--- src/hdl/pale_pkg.sv ---
// Shared types, widths and codes for the positional array list engine.
`default_nettype none
package pale_pkg;

  localparam int DEPTH_DEF = 16;
  localparam int OP_W      = 2;
  localparam int POS_W     = 5;
  localparam int VAL_W     = 32;
  localparam int STAT_W    = 2;
  localparam int CNT_OUT_W = 5;

  typedef enum logic [OP_W-1:0] {
    OP_INSERT = 2'd0,
    OP_DELETE = 2'd1,
    OP_SEARCH = 2'd2,
    OP_UPDATE = 2'd3
  } op_t;

  typedef enum logic [STAT_W-1:0] {
    ST_OK       = 2'd0,
    ST_RANGE    = 2'd1,
    ST_FULL     = 2'd2,
    ST_NOTFOUND = 2'd3
  } status_t;

  typedef enum logic [1:0] {
    S_IDLE,
    S_SRCH,
    S_SCAN
  } state_t;

  // per-cell shift and load command
  typedef struct packed {
    logic load;
    logic take_left;
    logic take_right;
  } cell_ctl_t;

endpackage
`default_nettype wire

--- src/hdl/pale_if.sv ---
// Handshake channels for list operation items and result items.
`default_nettype none
interface pale_in_if;
  logic                                    valid;
  logic                                    ready;
  logic        [pale_pkg::OP_W-1:0]        operation;
  logic        [pale_pkg::POS_W-1:0]       position;
  logic signed [pale_pkg::VAL_W-1:0]       value;

  modport source(output valid, operation, position, value, input ready);
  modport sink(input valid, operation, position, value, output ready);
endinterface

interface pale_out_if;
  logic                                    valid;
  logic                                    ready;
  logic        [pale_pkg::STAT_W-1:0]      status;
  logic        [pale_pkg::POS_W-1:0]       found_position;
  logic signed [pale_pkg::VAL_W-1:0]       entry_value;
  logic        [pale_pkg::CNT_OUT_W-1:0]   entry_count;
  logic                                    last;

  modport source(output valid, status, found_position, entry_value, entry_count, last,
                 input ready);
  modport sink(input valid, status, found_position, entry_value, entry_count, last,
               output ready);
endinterface
`default_nettype wire

--- src/hdl/pale_cell.sv ---
// One list slot: holds an entry, shifts with its neighbors, compares with the search key.
`default_nettype none
module pale_cell (
  input  wire logic                              clk,
  input  wire pale_pkg::cell_ctl_t               ctl,
  input  wire logic signed [pale_pkg::VAL_W-1:0] value,
  input  wire logic signed [pale_pkg::VAL_W-1:0] left,
  input  wire logic signed [pale_pkg::VAL_W-1:0] right,
  input  wire logic signed [pale_pkg::VAL_W-1:0] key,
  output logic signed [pale_pkg::VAL_W-1:0]      data,
  output logic                                   match
);

  always_ff @(posedge clk) begin
    if (ctl.load) begin
      data <= value;
    end else if (ctl.take_left) begin
      data <= left;
    end else if (ctl.take_right) begin
      data <= right;
    end
  end

  assign match = (data == key);

endmodule
`default_nettype wire

--- src/hdl/positional_array_list_engine_top.sv ---
// Top level: chain of list cells plus the operation sequencer and result register.
// Insert, delete and update: one item at a time, result loaded into the output register as the item is accepted.
// Search: the S_SRCH state captures the match vector from all cells, then a scan counter walks
//   the positions one per cycle, holding on a match until the output slot is free; new items
//   are refused (ready low) until the last search result has been loaded.
// A new item is taken only once the previous one has produced its last result.
// Synchronous reset clears the count, the sequencer and the output valid; entries are not
//   cleared and are only read below the count.
`default_nettype none
module positional_array_list_engine_top #(
  parameter int DEPTH = pale_pkg::DEPTH_DEF
) (
  input  wire logic   clk,
  input  wire logic   rst,
  pale_in_if.sink     in_ch,
  pale_out_if.source  out_ch
);

  localparam int IW    = (DEPTH > 1) ? $clog2(DEPTH) : 1;
  localparam int CW    = $clog2(DEPTH + 1);
  localparam int CMP_W = ((CW > pale_pkg::POS_W) ? CW : pale_pkg::POS_W) + 1;
  localparam int VW    = pale_pkg::VAL_W;

  pale_pkg::state_t                state, state_next;
  logic [CW-1:0]                   count, count_next;
  logic [IW-1:0]                   idx, idx_next;
  logic [DEPTH-1:0]                mvec, mvec_next;
  logic signed [VW-1:0]            key;

  logic                            out_valid;
  pale_pkg::status_t               out_status;
  logic [pale_pkg::POS_W-1:0]      out_pos;
  logic signed [VW-1:0]            out_val;
  logic [pale_pkg::CNT_OUT_W-1:0]  out_cnt;
  logic                            out_last;

  logic                            load_out;
  pale_pkg::status_t               ld_status;
  logic [pale_pkg::POS_W-1:0]      ld_pos;
  logic signed [VW-1:0]            ld_val;
  logic                            ld_last;

  pale_pkg::cell_ctl_t             cell_ctl [DEPTH];
  logic signed [VW-1:0]            cell_data [DEPTH];
  logic [DEPTH-1:0]                cell_match;

  pale_pkg::op_t                   op;
  logic                            accept;
  logic                            slot_free;
  logic [CMP_W-1:0]                pos_e, cnt_e;
  logic [IW-1:0]                   k;
  logic                            ins_ok, del_ok, upd_ok, pos_bad_ins, pos_bad_mod, is_full;
  logic [DEPTH-1:0]                mvec_clr;

  // cell chain
  for (genvar g = 0; g < DEPTH; g++) begin : g_cell
    logic signed [VW-1:0] left_d, right_d;
    if (g == 0) begin : g_first
      assign left_d = cell_data[g];
    end else begin : g_mid_l
      assign left_d = cell_data[g-1];
    end
    if (g == DEPTH - 1) begin : g_last
      assign right_d = cell_data[g];
    end else begin : g_mid_r
      assign right_d = cell_data[g+1];
    end
    pale_cell u_cell (
      .clk   (clk),
      .ctl   (cell_ctl[g]),
      .value (in_ch.value),
      .left  (left_d),
      .right (right_d),
      .key   (key),
      .data  (cell_data[g]),
      .match (cell_match[g])
    );
  end

  assign op          = pale_pkg::op_t'(in_ch.operation);
  assign slot_free   = !out_valid || out_ch.ready;
  assign in_ch.ready = (state == pale_pkg::S_IDLE) && slot_free;
  assign accept      = in_ch.valid && in_ch.ready;
  assign pos_e       = CMP_W'(in_ch.position);
  assign cnt_e       = CMP_W'(count);
  assign k           = IW'(pos_e - CMP_W'(1));
  assign is_full     = (count == CW'(DEPTH));
  assign pos_bad_ins = (pos_e == '0) || (pos_e > cnt_e + CMP_W'(1));
  assign pos_bad_mod = (pos_e == '0) || (pos_e > cnt_e);
  assign ins_ok      = accept && (op == pale_pkg::OP_INSERT) && !pos_bad_ins && !is_full;
  assign del_ok      = accept && (op == pale_pkg::OP_DELETE) && !pos_bad_mod;
  assign upd_ok      = accept && (op == pale_pkg::OP_UPDATE) && !pos_bad_mod;
  assign mvec_clr    = mvec & ~(DEPTH'(1) << idx);

  always_comb begin
    for (int i = 0; i < DEPTH; i++) begin
      cell_ctl[i].load       = (ins_ok || upd_ok) && (IW'(i) == k);
      cell_ctl[i].take_left  = ins_ok && (IW'(i) > k);
      cell_ctl[i].take_right = del_ok && (IW'(i) >= k);
    end
  end

  always_comb begin
    state_next = state;
    count_next = count;
    idx_next   = idx;
    mvec_next  = mvec;
    load_out   = 1'b0;
    ld_status  = pale_pkg::ST_OK;
    ld_pos     = in_ch.position;
    ld_val     = '0;
    ld_last    = 1'b1;
    case (state)
      pale_pkg::S_IDLE: begin
        if (accept) begin
          case (op)
            pale_pkg::OP_INSERT: begin
              load_out = 1'b1;
              if (pos_bad_ins) begin
                ld_status = pale_pkg::ST_RANGE;
              end else if (is_full) begin
                ld_status = pale_pkg::ST_FULL;
              end else begin
                ld_val     = in_ch.value;
                count_next = count + CW'(1);
              end
            end
            pale_pkg::OP_DELETE: begin
              load_out = 1'b1;
              if (pos_bad_mod) begin
                ld_status = pale_pkg::ST_RANGE;
              end else begin
                ld_val     = cell_data[k];
                count_next = count - CW'(1);
              end
            end
            pale_pkg::OP_UPDATE: begin
              load_out = 1'b1;
              if (pos_bad_mod) begin
                ld_status = pale_pkg::ST_RANGE;
              end else begin
                ld_val = in_ch.value;
              end
            end
            default: begin
              state_next = pale_pkg::S_SRCH;
            end
          endcase
        end
      end
      pale_pkg::S_SRCH: begin
        // cells compare against the latched key; keep only held positions
        for (int i = 0; i < DEPTH; i++) begin
          mvec_next[i] = cell_match[i] && (CW'(i) < count);
        end
        idx_next   = '0;
        state_next = pale_pkg::S_SCAN;
      end
      pale_pkg::S_SCAN: begin
        if (mvec == '0) begin
          // nothing matched at all
          if (slot_free) begin
            load_out   = 1'b1;
            ld_status  = pale_pkg::ST_NOTFOUND;
            ld_pos     = '0;
            state_next = pale_pkg::S_IDLE;
          end
        end else if (mvec[idx]) begin
          if (slot_free) begin
            load_out  = 1'b1;
            ld_pos    = pale_pkg::POS_W'(CW'(idx) + CW'(1));
            ld_val    = key;
            ld_last   = (mvec_clr == '0);
            mvec_next = mvec_clr;
            idx_next  = idx + IW'(1);
            if (mvec_clr == '0) begin
              state_next = pale_pkg::S_IDLE;
            end
          end
        end else begin
          idx_next = idx + IW'(1);
        end
      end
      default: begin
        state_next = pale_pkg::S_IDLE;
      end
    endcase
  end

  always_ff @(posedge clk) begin
    if (rst) begin
      state <= pale_pkg::S_IDLE;
    end else begin
      state <= state_next;
    end
  end

  always_ff @(posedge clk) begin
    if (rst) begin
      count     <= '0;
      out_valid <= 1'b0;
    end else begin
      count <= count_next;
      if (load_out) begin
        out_valid <= 1'b1;
      end else if (out_ch.ready) begin
        out_valid <= 1'b0;
      end
    end
  end

  always_ff @(posedge clk) begin
    idx  <= idx_next;
    mvec <= mvec_next;
    if (accept && (op == pale_pkg::OP_SEARCH)) begin
      key <= in_ch.value;
    end
    if (load_out) begin
      out_status <= ld_status;
      out_pos    <= ld_pos;
      out_val    <= ld_val;
      out_cnt    <= pale_pkg::CNT_OUT_W'(count_next);
      out_last   <= ld_last;
    end
  end

  assign out_ch.valid          = out_valid;
  assign out_ch.status         = out_status;
  assign out_ch.found_position = out_pos;
  assign out_ch.entry_value    = out_val;
  assign out_ch.entry_count    = out_cnt;
  assign out_ch.last           = out_last;

  a_count_bound: assert property (@(posedge clk) disable iff (rst)
    count <= CW'(DEPTH))
    else $error("entry count above depth");

  a_insert_count: assert property (@(posedge clk) disable iff (rst)
    ins_ok |=> (count == $past(count) + CW'(1)))
    else $error("insert did not bump the count");

  a_scan_shrink: assert property (@(posedge clk) disable iff (rst)
    (state == pale_pkg::S_SCAN) |=> ((mvec & ~$past(mvec)) == '0))
    else $error("match vector gained bits during scan");

  a_busy_ready: assert property (@(posedge clk) disable iff (rst)
    (state != pale_pkg::S_IDLE) |-> !in_ch.ready)
    else $error("new item taken while a search is running");

endmodule
`default_nettype wire

--- src/flat_wrapper.sv ---
// flat-port wrapper written by rule: the top's interface ports become plain ports
module positional_array_list_engine_top_flat 
#(
  parameter int DEPTH = pale_pkg::DEPTH_DEF
)
  (clk, rst, in_ch_valid, in_ch_operation, in_ch_position, in_ch_value, in_ch_ready, out_ch_valid, out_ch_status, out_ch_found_position, out_ch_entry_value, out_ch_entry_count, out_ch_last, out_ch_ready);
  pale_in_if in_ch_i ();
  pale_out_if out_ch_i ();
  input  wire logic clk;
  input  wire logic rst;
  input wire logic [$bits(in_ch_i.valid)-1:0] in_ch_valid;
  input wire logic [$bits(in_ch_i.operation)-1:0] in_ch_operation;
  input wire logic [$bits(in_ch_i.position)-1:0] in_ch_position;
  input wire logic [$bits(in_ch_i.value)-1:0] in_ch_value;
  output wire logic [$bits(in_ch_i.ready)-1:0] in_ch_ready;
  output wire logic [$bits(out_ch_i.valid)-1:0] out_ch_valid;
  output wire logic [$bits(out_ch_i.status)-1:0] out_ch_status;
  output wire logic [$bits(out_ch_i.found_position)-1:0] out_ch_found_position;
  output wire logic [$bits(out_ch_i.entry_value)-1:0] out_ch_entry_value;
  output wire logic [$bits(out_ch_i.entry_count)-1:0] out_ch_entry_count;
  output wire logic [$bits(out_ch_i.last)-1:0] out_ch_last;
  input wire logic [$bits(out_ch_i.ready)-1:0] out_ch_ready;
  assign in_ch_i.valid = in_ch_valid;
  assign in_ch_i.operation = in_ch_operation;
  assign in_ch_i.position = in_ch_position;
  assign in_ch_i.value = in_ch_value;
  assign in_ch_ready = in_ch_i.ready;
  assign out_ch_valid = out_ch_i.valid;
  assign out_ch_status = out_ch_i.status;
  assign out_ch_found_position = out_ch_i.found_position;
  assign out_ch_entry_value = out_ch_i.entry_value;
  assign out_ch_entry_count = out_ch_i.entry_count;
  assign out_ch_last = out_ch_i.last;
  assign out_ch_i.ready = out_ch_ready;
  positional_array_list_engine_top #(.DEPTH(DEPTH)) u_core (.clk(clk), .rst(rst), .in_ch(in_ch_i), .out_ch(out_ch_i));
endmodule
--- config.mk ---
export PLATFORM = sky130hd
export DESIGN_NAME = positional_array_list_engine_top_flat
export DESIGN_NICKNAME = d
export VERILOG_FILES = /design/src/hdl/pale_pkg.sv /design/src/hdl/pale_if.sv /design/src/hdl/pale_cell.sv /design/src/hdl/positional_array_list_engine_top.sv /design/src/flat_wrapper.sv
export SDC_FILE = /design/constraint.sdc
export NUM_CORES = 2
export LEC_CHECK = 0
export BUFFER_PORTS_ARGS = -buffer_cell sky130_fd_sc_hd__buf_2
export CAP_MARGIN = 20
export CORE_ASPECT_RATIO = 2
export CORE_MARGIN = 10
export CORE_UTILIZATION = 40
export CTS_CLUSTER_SIZE = 14
export DETAILED_ROUTE_END_ITERATION = 7
export HOLD_SLACK_MARGIN = 0.1
export SKIP_CTS_REPAIR_TIMING = 1
export SLEW_MARGIN = 20
export SYNTH_ARGS = -nofsm -noshare
export SYNTH_HDL_FRONTEND = slang
export SYNTH_HIERARCHICAL = 1
export SYNTH_SLANG_ARGS = --single-unit
export TNS_END_PERCENT = 10
--- constraint.sdc ---
create_clock -name clk -period 10.8 [get_ports clk]
set_input_delay 0.54 -clock clk [delete_from_list [all_inputs] [get_ports clk]]
set_output_delay 0.54 -clock clk [all_outputs]
set_load 0.01 [all_outputs]
==> run_results.csv <==
group,metric,value,unit
synthesis,avgSynthCellArea,11.1,µm²
placement,gp_congestion,0.916,
timing,fin_crit,5610,ps
grt,grt_overflow,0,
timing,finalMaxSlewViolations,0,
clocking,cts_root_buffer,"clkbuf_16",
die,initial_utilization,40.3,%
timing,fin_worst_skew,40.6,ps
outcome,status,"complete, no violations",
timing,finalSetupViolCount,0,
grt,grt_max_degree,66,
grt,grt_pass1_vias,29800,
setup_path,r2r_slack,5190,ps
timing,finalWorstSetupSlack,5190,ps
detailed_routing,vias,30400,
clocking,cts_sinks,617,
timing,fin_tns_setup,0,ps
synthesis,synth_edf_count,609,
die,core,0.103,mm²
setup_path,critPathMaxFanout,65,
die,num_rows,166,
detailed_routing,final_antenna_net_count,0,
pwr,power.switching,0.00149,W
timing,timing.hold.ws,237,ps
synthesis,synth_cells,3709,
placement,port_buffers,89,
die,die_y,475,µm
synthesis,synth_ff_type,"edfxtp_1",
synthesis,synthArstFlopShare,0,%
pwr,p_seq_share,50.9,%
grt,grt_pass1_wl,205000,µm
timing,final_hold_viol_count,0,
layout,finalNetCount,3772,
clocking,tritoncts,"done",
grt,antenna_found_initial,16,
placement,dp_hpwl,108000,µm
die,die_w,247,µm
pwr,vdd_drop_max,0.128,mV
clocking,cts_made_buffers,56,
pwr,pwr-share-comb,12.3,%
run,maxCapViolations,0,
pwr,p_int,0.00404,W
synthesis,synth_cell_types,55,
setup_path,cp-end-kind,"flop",
layout,layout_commonest_cell,"edfxtp_1",
synthesis,seq_area_frac_synth,44.6,%
timing,rsz0062_at_grt,"false",
detailed_routing,drc,0,
detailed_routing,wl_per_cell,27.8,µm
synthesis,syn_area,0.0414,mm²
synthesis,synth_warnings,6,
layout,area_growth,8.50,%
min_path,hp-class,"input pin to flop",
clocking,ctsHtreeMaxLevel,2,
clocking,clkLatencyLatePin,680,ps
pwr,swShare,26.9,%
setup_path,crit_type,"flop to flop",
layout,layout_common_cells,"609 x edfxtp_1, 588 x mux2i_1, 555 x nand2_1, 538 x o21ai_0, 513 x xor2_1",
placement,place_area,0.0431,mm²
clocking,clkTransAtPathRegs,70,ps
grt,track_usage,23.6,%
timing,worst_slew_margin_rel,10.7,%
synthesis,syn_nets,3775,
pwr,power.density,123,mW/mm²
die,dieArea,0.117,mm²
detailed_routing,routed_via_density,5.97,
layout,final_cell_area,0.0449,mm²
pwr,leakage,13.9,nW
setup_path,cp_data_arrival_time,5920,ps
layout,drive_gt1_share,12.4,%
die,io_pins,90,
timing,timing.final.crit_share,52.0,%
synthesis,ys_seq_elements,617,
setup_path,cp.required,11110,ps
setup_path,cp-start-kind,"flop",
detailed_routing,drtIter0Drc,2695,
detailed_routing,routed_wl,142000,µm
timing,fmax,178,MHz
detailed_routing,drt_first_pass_iters,5,
pwr,clkPwrFrac,36.8,%
timing,tightest_slew,1330,ps
placement,dp_slack,5160,ps
clocking,cts_buffer_depth,3,
[path summary, 6_finish.rpt]
check | start | to | cells after the start
max | u_core/count[2] | u_core/g_cell[7].u_cell/data[9] | 12
min | in_ch_valid | u_core/out_ch.valid | 3
max reg2reg | u_core/count[2] | u_core/g_cell[7].u_cell/data[9] | 12
min reg2reg | u_core/mvec[1] | u_core/mvec[1] | 2
[per-layer routing]
layer	routed length, µm	vias to the layer above	track usage [%]
li1	-	13800	-
met1	49000	15100	25.2
met2	71500	1217	41.4
met3	7540	311	2.58
met4	13400	12	19.3
met5	79	-	0
[metrics by stage]
| stage | util (%) | cells | power, W |
|---|---|---|---|
| finish | 43.7 | 5097 | 0.00552 |
| global route | 43.7 | 5096 | 0.00568 |
| CTS | 43.7 | 5093 | 0.00556 |
| detailed placement | 42.0 | 4992 | 0.00353 |
| global placement | 42.0 | 4991 | 0.00352 |
| floorplan | - | 3709 | 0.00325 |
[cell usage after synthesis, types with 3 or more instances]
library cell  count  area (µm²)
ha_1             23         288
buf_6            51         574
nand2_1         556        2090
nor4_2            4        50.1
nand3_1          34         170
or3_1            18         113
o21ai_0         538        2690
nand2b_1          9        56.3
edfxtp_1        609       18300
and2_1            5        31.3
buf_1             6        22.5
a22o_1            6        52.6
nor2_1           48         180
o2bb2ai_1         3        26.3
buf_2            45         225
a221o_1          32         320
nor4_1          134         838
mux2i_1         588        5890
nand4_1          37         231
buf_4            17         128
clkbuf_1        126         473
xnor2_1           8        70.1
nor2b_1           9        56.3
a31oi_1           8        50.1
dfxtp_1           8         160
nor3_1           20         100
inv_1            21        78.8
mux4_2          129        2910
xor2_1          513        4490
a21oi_1          23         115
o22ai_1          36         225
and3_1           12        75.1
a21o_1            5        37.5
[worst max-delay path, stage by stage, from the launching register on]
cell and delay [ps]:
dfxtp_1 670, inv_2 150, nor3_1 380, xnor2_1 220, ha_1 300, a21o_1 150
a21oi_1 170, a221oi_2 140, or4_4 540, a21oi_4 130, buf_4 540, and3_2 1000
or3_2 810
[cells by family after synthesis]
group                    count (synthesis)  synth area share [%]
multiplexers                           718                  21.3
XOR/XNOR                               521                  11.0
buffers and inverters                  268                  3.65
adder cells (fa/ha/maj)                 23                 0.696
AND/OR/NAND/NOR                        896                  9.91
other                                    1               0.00907
flip-flops                             617                  44.6
AO/OA/AOI/OAI                          665                  8.81
[sequential cells by signal, summed over array words and instances (netlist names)]
signal                        count
u_core/out_ch.entry_value        32
u_core/count                      5
u_core/state                      2
u_core/idx                        4
u_core/out_ch.valid               1
u_core/out_ch.status              2
u_core/g_cell.u_cell/data       512
u_core/out_ch.entry_count         5
u_core/out_ch.last                1
u_core/mvec                      16
u_core/out_ch.found_position      5
u_core/key                       32
[power groups by stage]
stage          sequential [W]  combinational, W  clock, W
6_report              0.00281          0.000680   0.00203
5_1_grt               0.00282          0.000721   0.00215
4_1_cts               0.00281          0.000674   0.00208
3_5_place_dp          0.00286          0.000672         0
3_3_place_gp          0.00286          0.000663         0
2_1_floorplan         0.00285          0.000403         0
[area by class of cell]
class / instances / area [µm²]
well taps: 1344 / 1680
inverters: 23 / 86.3
multi-input cells: 2824 / 21700
clock buffers: 78 / 1550
repair buffers: 184 / 1170
flip-flops and latches: 617 / 18400
fillers: 9610 / 57700
diodes: 4 / 10.0
clock inverters: 23 / 191
Power figures use the tool's default switching activity.
